## src/hw/rtl/mcsa_pkg.sv

```systemverilog
// shared constants for the monobit chi-squared accumulator core and its checker
// no dependencies
package mcsa_pkg;

    localparam int WORD_W  = 32;
    localparam int ONES_W  = 8;
    localparam int CHI_W   = 24;
    localparam int DONE_W  = 11;

    localparam int DEF_SAMPLE_BITS         = 200;
    localparam int DEF_SAMPLES_PER_SESSION = 1200;

    // deviation never exceeds ceil(254/2), so 7 bits index the score tables
    localparam int DEV_W   = 7;
    localparam int DEV_N   = 1 << DEV_W;
    localparam int SQ_W    = 2 * DEV_W;
    localparam int TQ_W    = 21;
    localparam int QUO_W   = 31;
    localparam int SLOT_W  = 3;

    localparam int CHI_SCALE = 100;

    localparam logic [CHI_W-1:0] CHI_MAX = {CHI_W{1'b1}};

endpackage

```

## src/hw/rtl/monobit_chi_squared_accumulator_core.sv

```systemverilog
// Monobit chi-squared accumulator core.
// A result passes from the input register through the sample stage to the output register.
// Throughput: one word per cycle while i_ready does not stall the output, set by the popcount
// stage and the score update stage, each one register deep; one result per completed sample.
// Reset: synchronous active-low i_rst_n empties the pipeline and clears the
// word slot, partial count, running score and sample count.
module monobit_chi_squared_accumulator_core #(
    parameter int SAMPLE_BITS         = mcsa_pkg::DEF_SAMPLE_BITS,
    parameter int SAMPLES_PER_SESSION = mcsa_pkg::DEF_SAMPLES_PER_SESSION
) (
    input  logic                        i_clk,
    input  logic                        i_rst_n,
    input  logic                        i_valid,
    output logic                        o_ready,
    input  logic [mcsa_pkg::WORD_W-1:0] i_word,
    output logic                        o_valid,
    input  logic                        i_ready,
    output logic [mcsa_pkg::ONES_W-1:0] o_sample_ones,
    output logic [mcsa_pkg::CHI_W-1:0]  o_chi_hundredths,
    output logic [mcsa_pkg::DONE_W-1:0] o_samples_done,
    output logic                        o_session_end
);
    import mcsa_pkg::*;

    localparam int WORDS_PER_SAMPLE = (SAMPLE_BITS + 31) / 32;
    localparam int TAIL_BITS        = SAMPLE_BITS % 32;
    localparam int HALF_BITS        = SAMPLE_BITS / 2;
    localparam int CNT_W            = $clog2(SAMPLES_PER_SESSION + 1);

    localparam logic [WORD_W-1:0] TAIL_MASK = (TAIL_BITS == 0) ? {WORD_W{1'b1}} :
        WORD_W'((64'd1 << TAIL_BITS) - 64'd1);
    localparam logic [39:0] SAT_RAW = (40'hFF_FFFF * 40'd100) / HALF_BITS;
    localparam logic [CHI_W-1:0] SAT_CHI = (SAT_RAW > 40'hFF_FFFF) ? CHI_MAX :
        SAT_RAW[CHI_W-1:0];
    localparam logic [ONES_W-1:0] HALF_V = ONES_W'(HALF_BITS);
    localparam logic [CNT_W-1:0]  SESS_V = CNT_W'(SAMPLES_PER_SESSION);

    // constant score tables: d*d*100 split into quotient and remainder by the half count, and d*d
    logic [TQ_W-1:0]  w_tab_q  [DEV_N];
    logic [DEV_W-1:0] w_tab_r  [DEV_N];
    logic [SQ_W-1:0]  w_tab_sq [DEV_N];

    for (genvar d = 0; d < DEV_N; d++) begin : g_tab
        localparam int unsigned SQ     = d * d;
        localparam int unsigned SCALED = SQ * CHI_SCALE;
        assign w_tab_q[d]  = TQ_W'(SCALED / HALF_BITS);
        assign w_tab_r[d]  = DEV_W'(SCALED % HALF_BITS);
        assign w_tab_sq[d] = SQ_W'(SQ);
    end

    // input register
    logic              r_w_vld;
    logic [WORD_W-1:0] r_w;
    // sample stage
    logic              r_s_vld;
    logic [ONES_W-1:0] r_s_ones;
    logic [SLOT_W-1:0] r_slot, n_slot;
    logic [ONES_W-1:0] r_partial, n_partial;
    // running score
    logic [CHI_W-1:0]  r_sum, n_sum;
    logic [QUO_W-1:0]  r_quo, n_quo;
    logic [DEV_W-1:0]  r_rem, n_rem;
    logic              r_sat, n_sat;
    logic [CNT_W-1:0]  r_cnt, n_cnt;
    // output register
    logic              r_o_vld;
    logic [ONES_W-1:0] r_o_ones;
    logic [CHI_W-1:0]  r_o_chi, n_o_chi;
    logic [DONE_W-1:0] r_o_done, n_o_done;
    logic              r_o_end, n_o_end;

    logic              w_out_rdy, w_s_rdy, w_w_rdy;
    logic              w_mv_w, w_mv_s;
    logic              w_last;
    logic [WORD_W-1:0] w_masked;
    logic [5:0]        w_pop;
    logic [ONES_W-1:0] w_ones;
    logic [ONES_W-1:0] w_diff;
    logic [DEV_W-1:0]  w_dev;
    logic [DEV_W:0]    w_rem_sum;
    logic              w_carry;
    logic [QUO_W-1:0]  w_quo;
    logic [CHI_W:0]    w_sum;
    logic [CNT_W-1:0]  w_cnt;
    logic [CNT_W+DONE_W-1:0] w_cnt_ext;
    logic              w_end;

    assign w_out_rdy = !r_o_vld || i_ready;
    assign w_s_rdy   = !r_s_vld || w_out_rdy;
    assign w_w_rdy   = !r_w_vld || w_s_rdy;
    assign w_mv_w    = r_w_vld && w_s_rdy;
    assign w_mv_s    = r_s_vld && w_out_rdy;

    assign o_ready          = w_w_rdy;
    assign o_valid          = r_o_vld;
    assign o_sample_ones    = r_o_ones;
    assign o_chi_hundredths = r_o_chi;
    assign o_samples_done   = r_o_done;
    assign o_session_end    = r_o_end;

    // popcount of the word in the input register
    always_comb begin
        w_last   = ({1'b0, r_slot} + 4'd1) >= 4'(WORDS_PER_SAMPLE);
        w_masked = w_last ? (r_w & TAIL_MASK) : r_w;
        w_pop    = '0;
        for (int i = 0; i < WORD_W; i++) begin
            w_pop = w_pop + 6'(w_masked[i]);
        end
        w_ones    = r_partial + ONES_W'(w_pop);
        n_slot    = r_slot;
        n_partial = r_partial;
        if (w_mv_w) begin
            if (w_last) begin
                n_slot    = '0;
                n_partial = '0;
            end else begin
                n_slot    = r_slot + 1'b1;
                n_partial = w_ones;
            end
        end
    end

    // score update for the sample in the sample stage
    always_comb begin
        w_diff    = (r_s_ones >= HALF_V) ? (r_s_ones - HALF_V) : (HALF_V - r_s_ones);
        w_dev     = w_diff[DEV_W-1:0];
        w_rem_sum = {1'b0, r_rem} + {1'b0, w_tab_r[w_dev]};
        w_carry   = w_rem_sum >= (DEV_W+1)'(HALF_BITS);
        w_quo     = r_quo + QUO_W'(w_tab_q[w_dev]) + QUO_W'(w_carry);
        w_sum     = {1'b0, r_sum} + (CHI_W+1)'(w_tab_sq[w_dev]);
        w_cnt     = r_cnt + 1'b1;
        w_cnt_ext = (CNT_W+DONE_W)'(w_cnt);
        w_end     = w_cnt >= SESS_V;

        n_sat = r_sat || w_sum[CHI_W];
        n_sum = w_sum[CHI_W] ? CHI_MAX : w_sum[CHI_W-1:0];
        n_quo = w_quo;
        n_rem = w_carry ? DEV_W'(w_rem_sum - (DEV_W+1)'(HALF_BITS)) : w_rem_sum[DEV_W-1:0];
        n_cnt = w_cnt;
        if (n_sat) begin
            n_o_chi = SAT_CHI;
        end else if (w_quo > QUO_W'(CHI_MAX)) begin
            n_o_chi = CHI_MAX;
        end else begin
            n_o_chi = w_quo[CHI_W-1:0];
        end
        n_o_done = w_cnt_ext[DONE_W-1:0];
        n_o_end  = w_end;
        // session end clears the running score
        if (w_end) begin
            n_sat = 1'b0;
            n_sum = '0;
            n_quo = '0;
            n_rem = '0;
            n_cnt = '0;
        end
    end

    always_ff @(posedge i_clk) begin
        if (!i_rst_n) begin
            r_w_vld   <= 1'b0;
            r_s_vld   <= 1'b0;
            r_o_vld   <= 1'b0;
            r_slot    <= '0;
            r_partial <= '0;
            r_sum     <= '0;
            r_quo     <= '0;
            r_rem     <= '0;
            r_sat     <= 1'b0;
            r_cnt     <= '0;
        end else begin
            if (w_w_rdy) begin
                r_w_vld <= i_valid;
            end
            if (w_s_rdy) begin
                r_s_vld <= w_mv_w && w_last;
            end
            if (w_out_rdy) begin
                r_o_vld <= r_s_vld;
            end
            r_slot    <= n_slot;
            r_partial <= n_partial;
            if (w_mv_s) begin
                r_sum <= n_sum;
                r_quo <= n_quo;
                r_rem <= n_rem;
                r_sat <= n_sat;
                r_cnt <= n_cnt;
            end
        end
    end

    always_ff @(posedge i_clk) begin
        if (w_w_rdy && i_valid) begin
            r_w <= i_word;
        end
        if (w_mv_w && w_last) begin
            r_s_ones <= w_ones;
        end
        if (w_mv_s) begin
            r_o_ones <= r_s_ones;
            r_o_chi  <= n_o_chi;
            r_o_done <= n_o_done;
            r_o_end  <= n_o_end;
        end
    end

endmodule

```

## config.mk

```make
export PLATFORM = sky130hd
export DESIGN_NAME = monobit_chi_squared_accumulator_core
export DESIGN_NICKNAME = d
export VERILOG_FILES = /design/src/hw/rtl/mcsa_pkg.sv /design/src/hw/rtl/monobit_chi_squared_accumulator_core.sv
export SDC_FILE = /design/constraint.sdc
export NUM_CORES = 1
export LEC_CHECK = 0
export BUFFER_PORTS_ARGS = -buffer_cell sky130_fd_sc_hd__buf_4
export CAP_MARGIN = 10
export CORE_ASPECT_RATIO = 0.9
export CORE_UTILIZATION = 45
export CTS_CLUSTER_SIZE = 40
export DETAILED_ROUTE_END_ITERATION = 8
export GPL_TIMING_DRIVEN = 1
export PLACE_DENSITY = 0.66
export SLEW_MARGIN = 20
export SYNTH_ARGS = -nofsm -noshare
export SYNTH_HDL_FRONTEND = slang
export SYNTH_SLANG_ARGS = --single-unit
```

## constraint.sdc

```tcl
create_clock -name i_clk -period 19.55 [get_ports i_clk]
set_input_delay 2.9325 -clock i_clk [delete_from_list [all_inputs] [get_ports i_clk]]
set_output_delay 2.9325 -clock i_clk [all_outputs]
set_load 0.005 [all_outputs]
```

==> results of run 1 <==
==> sequential cells by signal, indices dropped and copies added, names as in the netlist <==
register          cells
o_chi_hundredths     24
o_sample_ones         8
o_samples_done       11
o_session_end         1
o_valid               1
r_cnt                11
r_partial             8
r_quo                31
r_rem                 5
r_s_ones              8
r_s_vld               1
r_sat                 1
r_slot                3
r_sum                24
r_w                  32
r_w_vld               1
==> metal layers <==
metal	GRT usage, %	vias up	share of wire, %
li1	-	4395	-
met1	29.6	4227	46
met2	32.5	328	45
met3	4.67	32	6.9
met4	6.42	0	1.7
met5	0	-	0
==> layout by cell type, fill, tap and decap left out, drive strengths merged, types with 8 or more instances in the layout <==
cell | Yosys | final
nand3b | 8 | 8
ha | 54 | 54
nor2 | 76 | 76
o211ai | 16 | 16
fa | 27 | 27
a311oi | 8 | 8
nor3 | 21 | 21
nand2 | 108 | 108
a211oi | 16 | 16
and3 | 16 | 16
buf | 18 | 92
a31oi | 32 | 32
or3 | 9 | 9
a21oi | 89 | 89
xor2 | 14 | 14
dfxtp | 86 | 86
a22oi | 14 | 14
nand4 | 10 | 10
mux2i | 14 | 14
inv | 72 | 79
nor4 | 8 | 8
o22ai | 10 | 10
clkbuf | 55 | 17
nand3 | 74 | 74
and2 | 23 | 23
o21ai | 65 | 65
xnor2 | 39 | 39
nand2b | 14 | 14
edfxtp | 84 | 84
o31ai | 9 | 9
==> cell usage after synthesis, drive strengths merged, types with 4 or more instances <==
cell     instances  area share, %
nand2          108            3.8
o2111ai          4           0.33
a21o             7           0.49
buf             18           0.96
clkbuf          55            1.9
inv             72            2.5
a22oi           14           0.98
o21ai           65            3.1
and2            23            1.3
o22ai           10           0.58
dfxtp           86             16
a21oi           89            4.2
xnor2           39            3.2
o211a            5           0.46
nor4             8           0.60
a211oi          16            1.2
edfxtp          84             23
o31ai            9           0.67
o211ai          16            1.1
nor3            21           0.98
nor2            76            2.6
nand3           74            3.9
o311ai           4           0.40
and3            16           0.93
nor3b            4           0.28
or2              4           0.23
a31oi           32            1.9
nand4           10           0.58
or3              9           0.52
xor2            14            1.1
o221ai           4           0.33
ha              54            6.3
nor2b            5           0.29
fa              27            5.0
o21bai           6           0.42
a311oi           8           0.65
nand3b           8           0.56
nand2b          14           0.81
mux2i           14            1.3
==> worst max-delay path, delay by kind of cell, from the launching register on <==
kind	cells	cell delay (ns)
buf+inv	2	0.55
compound gates	9	2.88
simple gates	5	1.66
flops	1	0.79
fa+ha+maj	2	0.87
==> cell families (layout without fill, tap and decap cells) <==
logic type               after synthesis  in the layout  synth area share, %
XOR/XNOR                              53             53                 4.38
adder cells (fa/ha/maj)               82             82                 11.4
multiplexers                          15             15                 1.41
AND/OR/NAND/NOR                      387            387                 18.1
buffers and inverters                145            196                 5.40
flip-flops                           170            170                 39.4
AO/OA/AOI/OAI                        328            328                 20.0
==> area by class of cell <==
cell class	count	area share, %
multi-input cells	865	49.1
inverters	72	2.22
flip-flops and latches	170	34.8
clock buffers	17	3.49
clock inverters	15	1.43
well taps	302	3.10
repair buffers	92	5.83
==> worst min-delay path by stage <==
stage                   from  endpoint  slack, ns  cells past startpoint
finish              r_sum[8]  r_sum[8]       0.45                      2
global route        r_rem[5]  r_rem[5]       0.46                      2
CTS                 r_sum[9]  r_sum[9]       0.45                      2
detailed placement  r_sum[9]  r_sum[9]       0.43                      2
global placement    r_rem[6]  r_rem[6]       0.43                      2
floorplan           r_rem[6]  r_rem[6]       0.42                      2
==> report_power, final <==
part,internal (mW),total [mW],switching (mW)
logic,0.163,0.367,0.205
clock network,0.173,0.341,0.169
registers,0.406,0.411,0.00412
total,0.742,1.12,0.378
==> metrics.md, run 1 <==
| Metric | Value |
|---|---|
| Sequential area share after synthesis | `39.4%` |
| Maximum clock frequency | `141 MHz` |
| Tot GR Track Use | `21.1%` |
| EDFF count, synth | `84` |
| Reg2Reg Depth | `18` |
| WS Path Type | `register to register` |
| Grt ovf | `0` |
| CTS Buf Count | `17` |
| Slowest-stage cell, CP | `o31ai_4` |
| FP Rows | `53` |
| Pleak | `4.81 nW` |
| Post-synthesis async set-or-reset flop share | `0%` |
| PwrDens | `91.9 nW/µm²` |
| Largest net degree at the start of global routing | `47` |
| Final hold viol count | `0` |
| Crit path arrival time | `7.21 ns` |
| Pre-CTS setup slack | `12.61 ns` |
| Num ports | `82` |
| Reg-to-reg endpoint | `o_chi_hundredths[7]` |
| Antenna Cells | `0` |
| WL/cell | `16.5 µm` |
| Layout area overhead | `13.1%` |
| Synth Area per Inst | `9.13 µm²` |
| Initial Util | `46.0%` |
| Total number of vias | `8982` |
| 1st-pass router iterations | `6` |
| Worst Setup End Kind | `register` |
| Final setup vio count | `0` |
| Most common flop cell mapped by yosys | `dfxtp_1` |
| WP data required | `19.68 ns` |
| Clk_lat worst skew | `0.45 ns` |
| Fill cells | `2147` |
| Width of the chip | `165 µm` |
| Worst Hold Class | `register to register` |
| Max VDD drop | `0.117 mV` |
| CTS clk-pin slew, worst paths | `0.07 ns` |
| Port Buffers | `81` |
| Placed inst area | `11500 µm²` |
| Initial antenna violation count | `0` |
| Setup bufs post-CTS | `0` |
| Cell count after placement | `1500` |
| Largest stage delay, worst path | `0.87 ns` |
| Netlist cell types | `81` |
| Reg2reg setup slack | `12.47 ns` |
| Vias in the first global route | `8285` |
| Final Max Slew Viols | `0` |
| Syn Nets | `1297` |
| Finished Core Util | `52.0%` |
| DRC errors left | `0` |
| Core box area | `23400 µm²` |
| Least-Margin Pin Slew | `1.14 ns` |
| Outcome | `finished clean` |
| Reg-to-Reg Start | `r_s_ones[0]` |
| Iter 0 DRT Violations | `773` |
| Worst setup slack after layout | `12.47 ns` |
| Seq. cell area | `4240 µm²` |
| Yosys Warn Count | `0` |
| Crit share post-route | `36.2%` |
| Clock root buffer master | `clkbuf_16` |
| Worst Skew | `0.0242 ns` |
| Dpl hpwl | `17.4 mm` |
| Setup total negative slack | `0 ns` |
| TritonCTS clock tree | `done` |
| # clock sinks | `170` |
| Die Ht | `149 µm` |
| Layout Cells excl Fill | `1533` |
| Nets@finish | `1335` |
| Critical Path Source Type | `register` |
| Area of the multi-input gates | `5980 µm²` |
| Mapped Cells | `1180` |
| Mapped cell area | `10800 µm²` |
| Post_cts resized | `0` |
| Overall die area | `24600 µm²` |
| First-pass GRT wire length | `41.2 mm` |
| Max H-tree Level | `4` |
| Global placer's final weighted congestion | `0.939` |
| Crit. Startpoint | `r_s_ones[0]` |
| Max-cap violations | `0` |
| Synthesized flop and latch total | `170` |
| Hold_buf cts | `0` |
| Drt total wl | `25.4 mm` |
| CP Cell Sequence | `inv_1 -> ha_1 -> and2_1 -> o21ai_0 -> a21boi_0 -> nor2_1 -> o21ai_0 -> o211ai_1 -> nand4b_1 -> ha_1 -> a211oi_1 -> o21bai_1 -> o311ai_2 -> o31ai_1 -> buf_4 -> and2_1 -> o31ai_4 -> nand3_1` |
| RSZ-0062 raised after global routing | `no` |
| CP Capture Point | `o_chi_hundredths[7]` |
| Total power | `1.12 mW` |
| Vias per cell | `5.86` |
| Design Area, Final | `12200 µm²` |
| Crit path time final | `7.08 ns` |
| Detail Route Antenna Nets | `0` |
| Share of cells above drive strength 1 | `12.8%` |
| Maximum buffer depth of the clock tree | `2` |
| Hold Worst Slack | `0.446 ns` |
| Worst-path fanout max | `24` |
| Max_slew headroom | `23.6%` |
Power figures use the tool's default switching activity.
==> inputs of run 2 (changes only) <==
Settings changed: PLACE_DENSITY 0.66 to 0.68.
Clock period 19.55 ns to 6.4 ns, I/O delays scaled along.
==> metrics.md, run 2 (same netlist as run 1, synthesis figures left out) <==
| Metric | Value |
|---|---|
| Outcome | `finished clean` |
| Largest register FFs | `32 (unchanged)` |
| Maximum buffer depth of the clock tree | `2 (unchanged)` |
| Hold Worst Slack | `0.444 ns (-0.00246 ns)` |
| Width of the chip | `165 µm (unchanged)` |
| Share of cells above drive strength 1 | `14.8% (+2.0 points)` |
| Initial antenna violation count | `0 (unchanged)` |
| Antenna Cells | `0 (unchanged)` |
| # clock sinks | `170 (unchanged)` |
| Num ports | `82 (unchanged)` |
| FP Rows | `53 (unchanged)` |
| Area of the multi-input gates | `6020 µm² (+0.65%)` |
| Vias in the first global route | `8441 (+1.9%)` |
| Max H-tree Level | `4 (unchanged)` |
| Placed inst area | `11700 µm² (+1.5%)` |
| DRC errors left | `0 (unchanged)` |
| Finished Core Util | `52.9% (+0.89 points)` |
| Max-cap violations | `0 (unchanged)` |
| Vias per cell | `5.84 (-0.29%)` |
| PwrDens | `281 nW/µm² (+210%)` |
| Crit path arrival time | `6.43 ns (-0.78 ns)` |
| Nets@finish | `1355 (+1.5%)` |
| Tot GR Track Use | `21.4% (+0.27 points)` |
| Layout area overhead | `15.0%` |
| CTS Buf Count | `17 (unchanged)` |
| CTS clk-pin slew, worst paths | `0.08 ns (about the same)` |
| Seq. cell area | `4250 µm² (+0.12%)` |
| Leading cell types in the layout, fill and taps excluded | `buf_4 (109), nand2_1 (108), a21oi_1 (87), edfxtp_1 (84), dfxtp_1 (84)` |
| Worst-path fanout max | `6 (-75%)` |
| Worst Setup End Kind | `register` |
| Worst Skew | `0.0125 ns (-0.0117 ns)` |
| Commonest non-fill, non-tap cell in the layout | `buf_4` |
| 1st-pass router iterations | `6 (unchanged)` |
| Design Area, Final | `12400 µm² (+1.7%)` |
| Internal power | `2.31 mW (+210%)` |
| Crit share post-route | `95.6% (+59 points)` |
| Detail Route Antenna Nets | `0 (unchanged)` |
| Maximum clock frequency | `163 MHz (+16%)` |
| Max_slew headroom | `30.4% (+6.8 points)` |
| Switching pwr | `1.18 mW (+210%)` |
| Global placer's final weighted congestion | `0.903 (-3.8%)` |
| Iter 0 DRT Violations | `827 (+7.0%)` |
| WP data required | `6.72 ns (-12.96 ns)` |
| Setup total negative slack | `0 ns (unchanged)` |
| RSZ-0062 raised after global routing | `no` |
| WS Path Type | `register to register` |
| Final Max Slew Viols | `0 (unchanged)` |
| Reg power frac | `36.0% (-0.7 points)` |
| Grt ovf | `0 (unchanged)` |
| Final setup vio count | `0 (unchanged)` |
| Overall die area | `24600 µm² (unchanged)` |
| Fill cells | `2120 (-1.3%)` |
| Initial Util | `46.0% (unchanged)` |
| Clk pwr share | `30.8% (+0.3 points)` |
| Largest registers | `r_w: 32 flops, r_quo: 31 flops` |
| Final hold viol count | `0 (unchanged)` |
| WL/cell | `16.5 µm (-0.48%)` |
| Worst setup slack after layout | `0.282 ns (-12.19 ns)` |
| Crit path time final | `6.12 ns (-0.962 ns)` |
| Clk_lat worst skew | `0.44 ns (about the same)` |
| Pleak | `4.93 nW (+2.4%)` |
| Worst Hold Class | `register to register` |
| Core box area | `23400 µm² (unchanged)` |
| TritonCTS clock tree | `done` |
| First-pass GRT wire length | `42.1 mm (+2.4%)` |
| Dpl hpwl | `17.5 mm (+0.97%)` |
| Port Buffers | `81 (unchanged)` |
| Sw frac | `33.8% (+0.094 points)` |
| Total number of vias | `9073 (+1.0%)` |
| Reg with most FFs | `r_w` |
| Max VDD drop | `0.299 mV (+150%)` |
| Least-Margin Pin Slew | `1.04 ns (-0.0933 ns)` |
| Die Ht | `149 µm (unchanged)` |
| Clock root buffer master | `clkbuf_16` |
| Critical Path Source Type | `register` |
| Combinational power share | `33.2% (+0.4 points)` |
| Largest net degree at the start of global routing | `42 (-11%)` |
| Drt total wl | `25.6 mm (+0.82%)` |
| Pre-CTS setup slack | `0.00942 ns (-12.60 ns)` |
-- run 2: changes by cell type in the layout (fill, tap and decap cells not counted), sizes merged --
cell	delta
mux2	+1
buf	+19
clkinvlp	-1
clkinv	+1
-- run 2: path summary, 6_finish.rpt --
check,start,end,slack [ns],cells after the start
min reg2reg,r_rem[6],r_rem[6],0.44,2
max,r_slot[0],r_partial[6],0.28,23
min,r_rem[6],r_rem[6],0.44,2
max reg2reg,r_slot[0],r_partial[6],0.28,23
-- run 2: per-layer routing --
metal / vias to the layer above / track usage (%) / share of wire, %
li1: 4431 / - / -
met1: 4331 / 30.5 / 48
met2: 281 / 33.3 / 45
met3: 30 / 3.95 / 5.8
met4: 0 / 5.60 / 1.4
met5: - / 0 / 0
-- run 2: power by group through the flow --
stage | registers [mW] | clock network [mW] | logic (mW)
CTS | 1.26 | 1.10 | 1.11
global route | 1.26 | 1.14 | 1.32
floorplan | 1.27 | 0 | 0.878
detailed placement | 1.28 | 0 | 1.10
global placement | 1.28 | 0 | 1.09
finish | 1.26 | 1.07 | 1.16
-- run 2: per-stage QoR --
stage / total power [mW] / std cells
finish: 3.49 / 1553
global route: 3.72 / 1553
CTS: 3.46 / 1551
detailed placement: 2.38 / 1519
global placement: 2.37 / 1519
floorplan: 2.15 / 1180
-- run 2: worst max-delay path, cell delays in order, from the launching register on --
cell	delay, ns
dfxtp_2	0.36
inv_1	0.07
ha_1	0.23
a22oi_2	0.18
mux2_4	0.23
nand2_1	0.08
fa_1	0.53
inv_1	0.05
fa_1	0.49
inv_1	0.05
fa_1	0.47
fa_1	0.58
fa_1	0.43
fa_1	0.49
inv_1	0.05
fa_1	0.39
fa_2	0.37
a21o_1	0.19
a21oi_2	0.16
o21bai_1	0.09
a21oi_1	0.15
xnor2_1	0.10
a22oi_1	0.16
nor2_1	0.06
-- run 2: area by class of cell --
cell class	count	area share, %
clock buffer	17	3.43
clock inverter	15	1.53
multi-input combinational	866	48.6
tap	302	3.05
timing repair buffer	111	6.93
sequential	170	34.3
inverter	72	2.18
-- run 2: what timing repair did --
| item | 4_1_cts | 5_1_grt |
|---|---|---|
| setup buffers | 0 | 1 |
| hold buffers | 0 | 0 |
| pin swaps | 0 | 7 |
| gates resized for setup | 1 | 9 |
| cloned | 0 | 1 |
| setup endpoints to repair | 2 | 5 |
==> inputs of run 3 (changes only) <==
Settings changed: ABC_AREA set to 1, CELL_PAD_IN_SITES_DETAIL_PLACEMENT set to 0, CELL_PAD_IN_SITES_GLOBAL_PLACEMENT set to 1, CORE_UTILIZATION 45 to 41, PLACE_DENSITY 0.68 to 0.81.
==> metrics.md, run 3 <==
| Metric | Value |
|---|---|
| Outcome | `finished clean` |
| Maximum clock frequency | `166 MHz (+1.3%)` |
| Yosys Warn Count | `0 (unchanged)` |
| Post-synthesis async set-or-reset flop share | `0% (unchanged)` |
| Crit share post-route | `94.3% (-1.3 points)` |
| Gr busiest metal | `met2` |
| Commonest cells in the synthesized netlist | `nand2_1 (524), inv_1 (211), nand3_1 (139)` |
| Clk_lat worst skew | `0.44 ns (about the same)` |
| Tot GR Track Use | `19.8% (-1.6 points)` |
| Internal power | `2.27 mW (-1.8%)` |
| Area leader, netlist | `edfxtp_1` |
| Placed inst area | `12000 µm² (+2.3%)` |
| Num ports | `82 (unchanged)` |
| Sink of the worst hold path | `r_quo[2]` |
| Fill cells | `2669 (+26%)` |
| Worst-path fanout max | `13 (+7)` |
| Final setup vio count | `0 (unchanged)` |
| First-pass GRT wire length | `44.1 mm (+4.6%)` |
| Most common flop cell mapped by yosys | `dfxtp_1` |
| TritonCTS clock tree | `done` |
| Initial Util | `42.0% (-4.0 points)` |
| Die Ht | `157 µm (+5.9%)` |
| Netlist cell types | `44 (-46%)` |
| Detail Route Antenna Nets | `0 (unchanged)` |
| Finished Core Util | `48.0% (-4.9 points)` |
| Max-cap violations | `0 (unchanged)` |
| HP Start | `r_quo[2]` |
| Share of the synthesized area in the top cell type | `22.9% (-0.52 points)` |
| Reg with most FFs | `r_w` |
| Grt ovf | `0 (unchanged)` |
| Crit path arrival time | `6.40 ns (-0.03 ns)` |
| Width of the chip | `175 µm (+5.9%)` |
| Worst Hold Class | `register to register` |
| Mapped cell area | `11000 µm² (+2.3%)` |
| Reg-to-reg endpoint | `r_partial[6]` |
| Largest stage delay, worst path | `0.54 ns (-0.04 ns)` |
| Slowest-stage cell, CP | `fa_1` |
| 1st-pass router iterations | `5 (-1)` |
| Worst Setup End Kind | `register` |
| Reg power frac | `36.6% (+0.6 points)` |
| EDFF count, synth | `84 (unchanged)` |
| Iter 0 DRT Violations | `734 (-11%)` |
| Syn Nets | `1624 (+25%)` |
| WS Path Type | `register to register` |
| Leading cell types in the layout, fill and taps excluded | `nand2_1 (524), inv_1 (209), nand3_1 (139), a21oi_1 (119), buf_4 (98)` |
| Dpl hpwl | `19.2 mm (+9.6%)` |
| Mapped Cells | `1507 (+28%)` |
| Vias in the first global route | `8952 (+6.1%)` |
| Layout area overhead | `14.3%` |
| Switching pwr | `1.15 mW (-2.1%)` |
| Reg2Reg Depth | `26 (+13%)` |
| Met3 Usage GRT | `3.07% (-0.88 points)` |
| Final hold viol count | `0 (unchanged)` |
| Share of cells above drive strength 1 | `9.39% (-5.4 points)` |
| Final Max Slew Viols | `0 (unchanged)` |
| Dominant cells by area after synthesis | `edfxtp_1 (23%), nand2_1 (18%), dfxtp_1 (16%)` |
| Synth Area per Inst | `7.31 µm² (-20%)` |
| Setup total negative slack | `0 ns (unchanged)` |
| Pleak | `5.89 nW (+20%)` |
| Sequential area share after synthesis | `38.5% (-0.87 points)` |
| Hold Path Depth | `2 (unchanged)` |
| Clock root buffer master | `clkbuf_16` |
| Max_slew headroom | `29.2% (-1.2 points)` |
| CTS Buf Count | `17 (unchanged)` |
| Global placer's final weighted congestion | `0.922 (+2.1%)` |
| Synthesized flop and latch total | `170 (unchanged)` |
| Most common cell in the netlist | `nand2_1` |
| Crit path time final | `6.04 ns (-0.0801 ns)` |
| Initial antenna violation count | `0 (unchanged)` |
| Clk pwr share | `31.2% (+0.4 points)` |
| Worst Skew | `0.0180 ns (+0.00548 ns)` |
| Nets@finish | `1702 (+26%)` |
| Routing usage on met2 | `31.4% (-1.8 points)` |
| RSZ-0062 raised after global routing | `no` |
| Port Buffers | `81 (unchanged)` |
| Maximum buffer depth of the clock tree | `2 (unchanged)` |
| Max VDD drop | `0.406 mV (+36%)` |
| Vias per cell | `4.93 (-16%)` |
| Design Area, Final | `12600 µm² (+1.6%)` |
| CTS clk-pin slew, worst paths | `0.08 ns (about the same)` |
| Total number of vias | `9585 (+5.6%)` |
| Drt total wl | `26.3 mm (+2.8%)` |
| Antenna Cells | `0 (unchanged)` |
| DRC errors left | `0 (unchanged)` |
| Largest registers | `r_w: 32 flops, r_quo: 31 flops` |
| Reg2reg setup slack | `0.36 ns (+0.08 ns)` |
| Commonest non-fill, non-tap cell in the layout | `nand2_1` |
| Least-Margin Pin Slew | `1.06 ns (+0.0144 ns)` |
| PwrDens | `272 nW/µm² (-3.5%)` |
| Combinational power share | `32.1% (-1.1 points)` |
| Largest net degree at the start of global routing | `80 (+90%)` |
| Overall die area | `27500 µm² (+12%)` |
| Reg-to-Reg Start | `r_slot[1]` |
| WP data required | `6.76 ns (+0.04 ns)` |
| GR Layer Usage met1 | `28.2% (-2.3 points)` |
| Largest register FFs | `32 (unchanged)` |
| WL/cell | `13.5 µm (-18%)` |
| Sw frac | `33.8% (-0.073 points)` |
| Setup bufs post-CTS | `0 (unchanged)` |
| FP Rows | `56 (+5.7%)` |
| Core box area | `26200 µm² (+12%)` |
| Critical Path Source Type | `register` |
| # clock sinks | `170 (unchanged)` |
| Hold_buf cts | `0 (unchanged)` |
| Max H-tree Level | `4 (unchanged)` |
| Post_cts resized | `0 (-1)` |
-- run 3: changes by cell type after synthesis, moves of 15 or more --
cell	before	now
and3_1	16	0
inv_1	70	211
nand2_1	108	524
a21oi_1	88	120
xnor2_1	38	11
a31oi_1	32	0
clkbuf_1	54	22
nand3_1	63	139
o21ai_0	60	32
o211ai_1	16	1
and2_1	22	1
-- run 3: layer usage --
layer / part of all wire, % / up-vias
met4: 0.83 / 0
met1: 51 / 4381
met5: 0 / -
met3: 4.3 / 17
li1: - / 4974
met2: 43 / 213
-- run 3: worst max-delay path by stage --
stage	from	end	slack, ns	depth (start not counted)
finish	r_slot[1]	r_partial[6]	0.36	26
global route	r_slot[1]	r_partial[6]	0.02	26
CTS	r_slot[1]	r_partial[6]	0.28	26
detailed placement	r_slot[1]	r_partial[6]	0.30	26
global placement	r_slot[1]	r_partial[6]	0.44	26
floorplan	r_slot[0]	r_partial[6]	0.34	26
-- run 3: kinds of logic after synthesis --
group	share of synthesized area, %
buf+inv	9.23
simple gates	29.9
flops	38.5
fa+ha+maj	11.0
compound gates	8.11
xor+xnor	3.17
-- run 3: metrics by stage --
step,setup slack [ns],total power [mW],hold slack (ns),std cells
global route,0.0235,3.67,0.490,1946
CTS,0.283,3.44,0.474,1946
finish,0.362,3.42,0.472,1946
detailed placement,0.302,2.36,0.460,1914
floorplan,0.345,2.11,0.445,1507
global placement,0.437,2.31,0.453,1914
-- run 3: worst max-delay path, delay by kind of cell (launching register included) --
family / cells / cell delay, ns
xor+xnor: 2 / 0.34
fa+ha+maj: 9 / 3.90
simple gates: 8 / 0.63
flops: 1 / 0.38
compound gates: 2 / 0.31
buf+inv: 5 / 0.41
-- run 3: area by class of cell --
type                    instances  area [µm²]  area share, %
clock buffers                  18         429           3.41
clock inverters                14         173           1.37
inverters                     214         805           6.39
multi-input cells            1084        5770           45.8
flip-flops and latches        170        4240           33.7
well taps                     348         435           3.46
repair buffers                 98         736           5.84
-- run 3: power by group through the flow --
stage / Sequential [mW] / Clock (mW) / Combinational, mW
6_report: 1.25 / 1.07 / 1.10
5_1_grt: 1.26 / 1.13 / 1.28
4_1_cts: 1.25 / 1.09 / 1.09
3_5_place_dp: 1.28 / 0 / 1.09
3_3_place_gp: 1.28 / 0 / 1.03
2_1_floorplan: 1.27 / 0 / 0.834
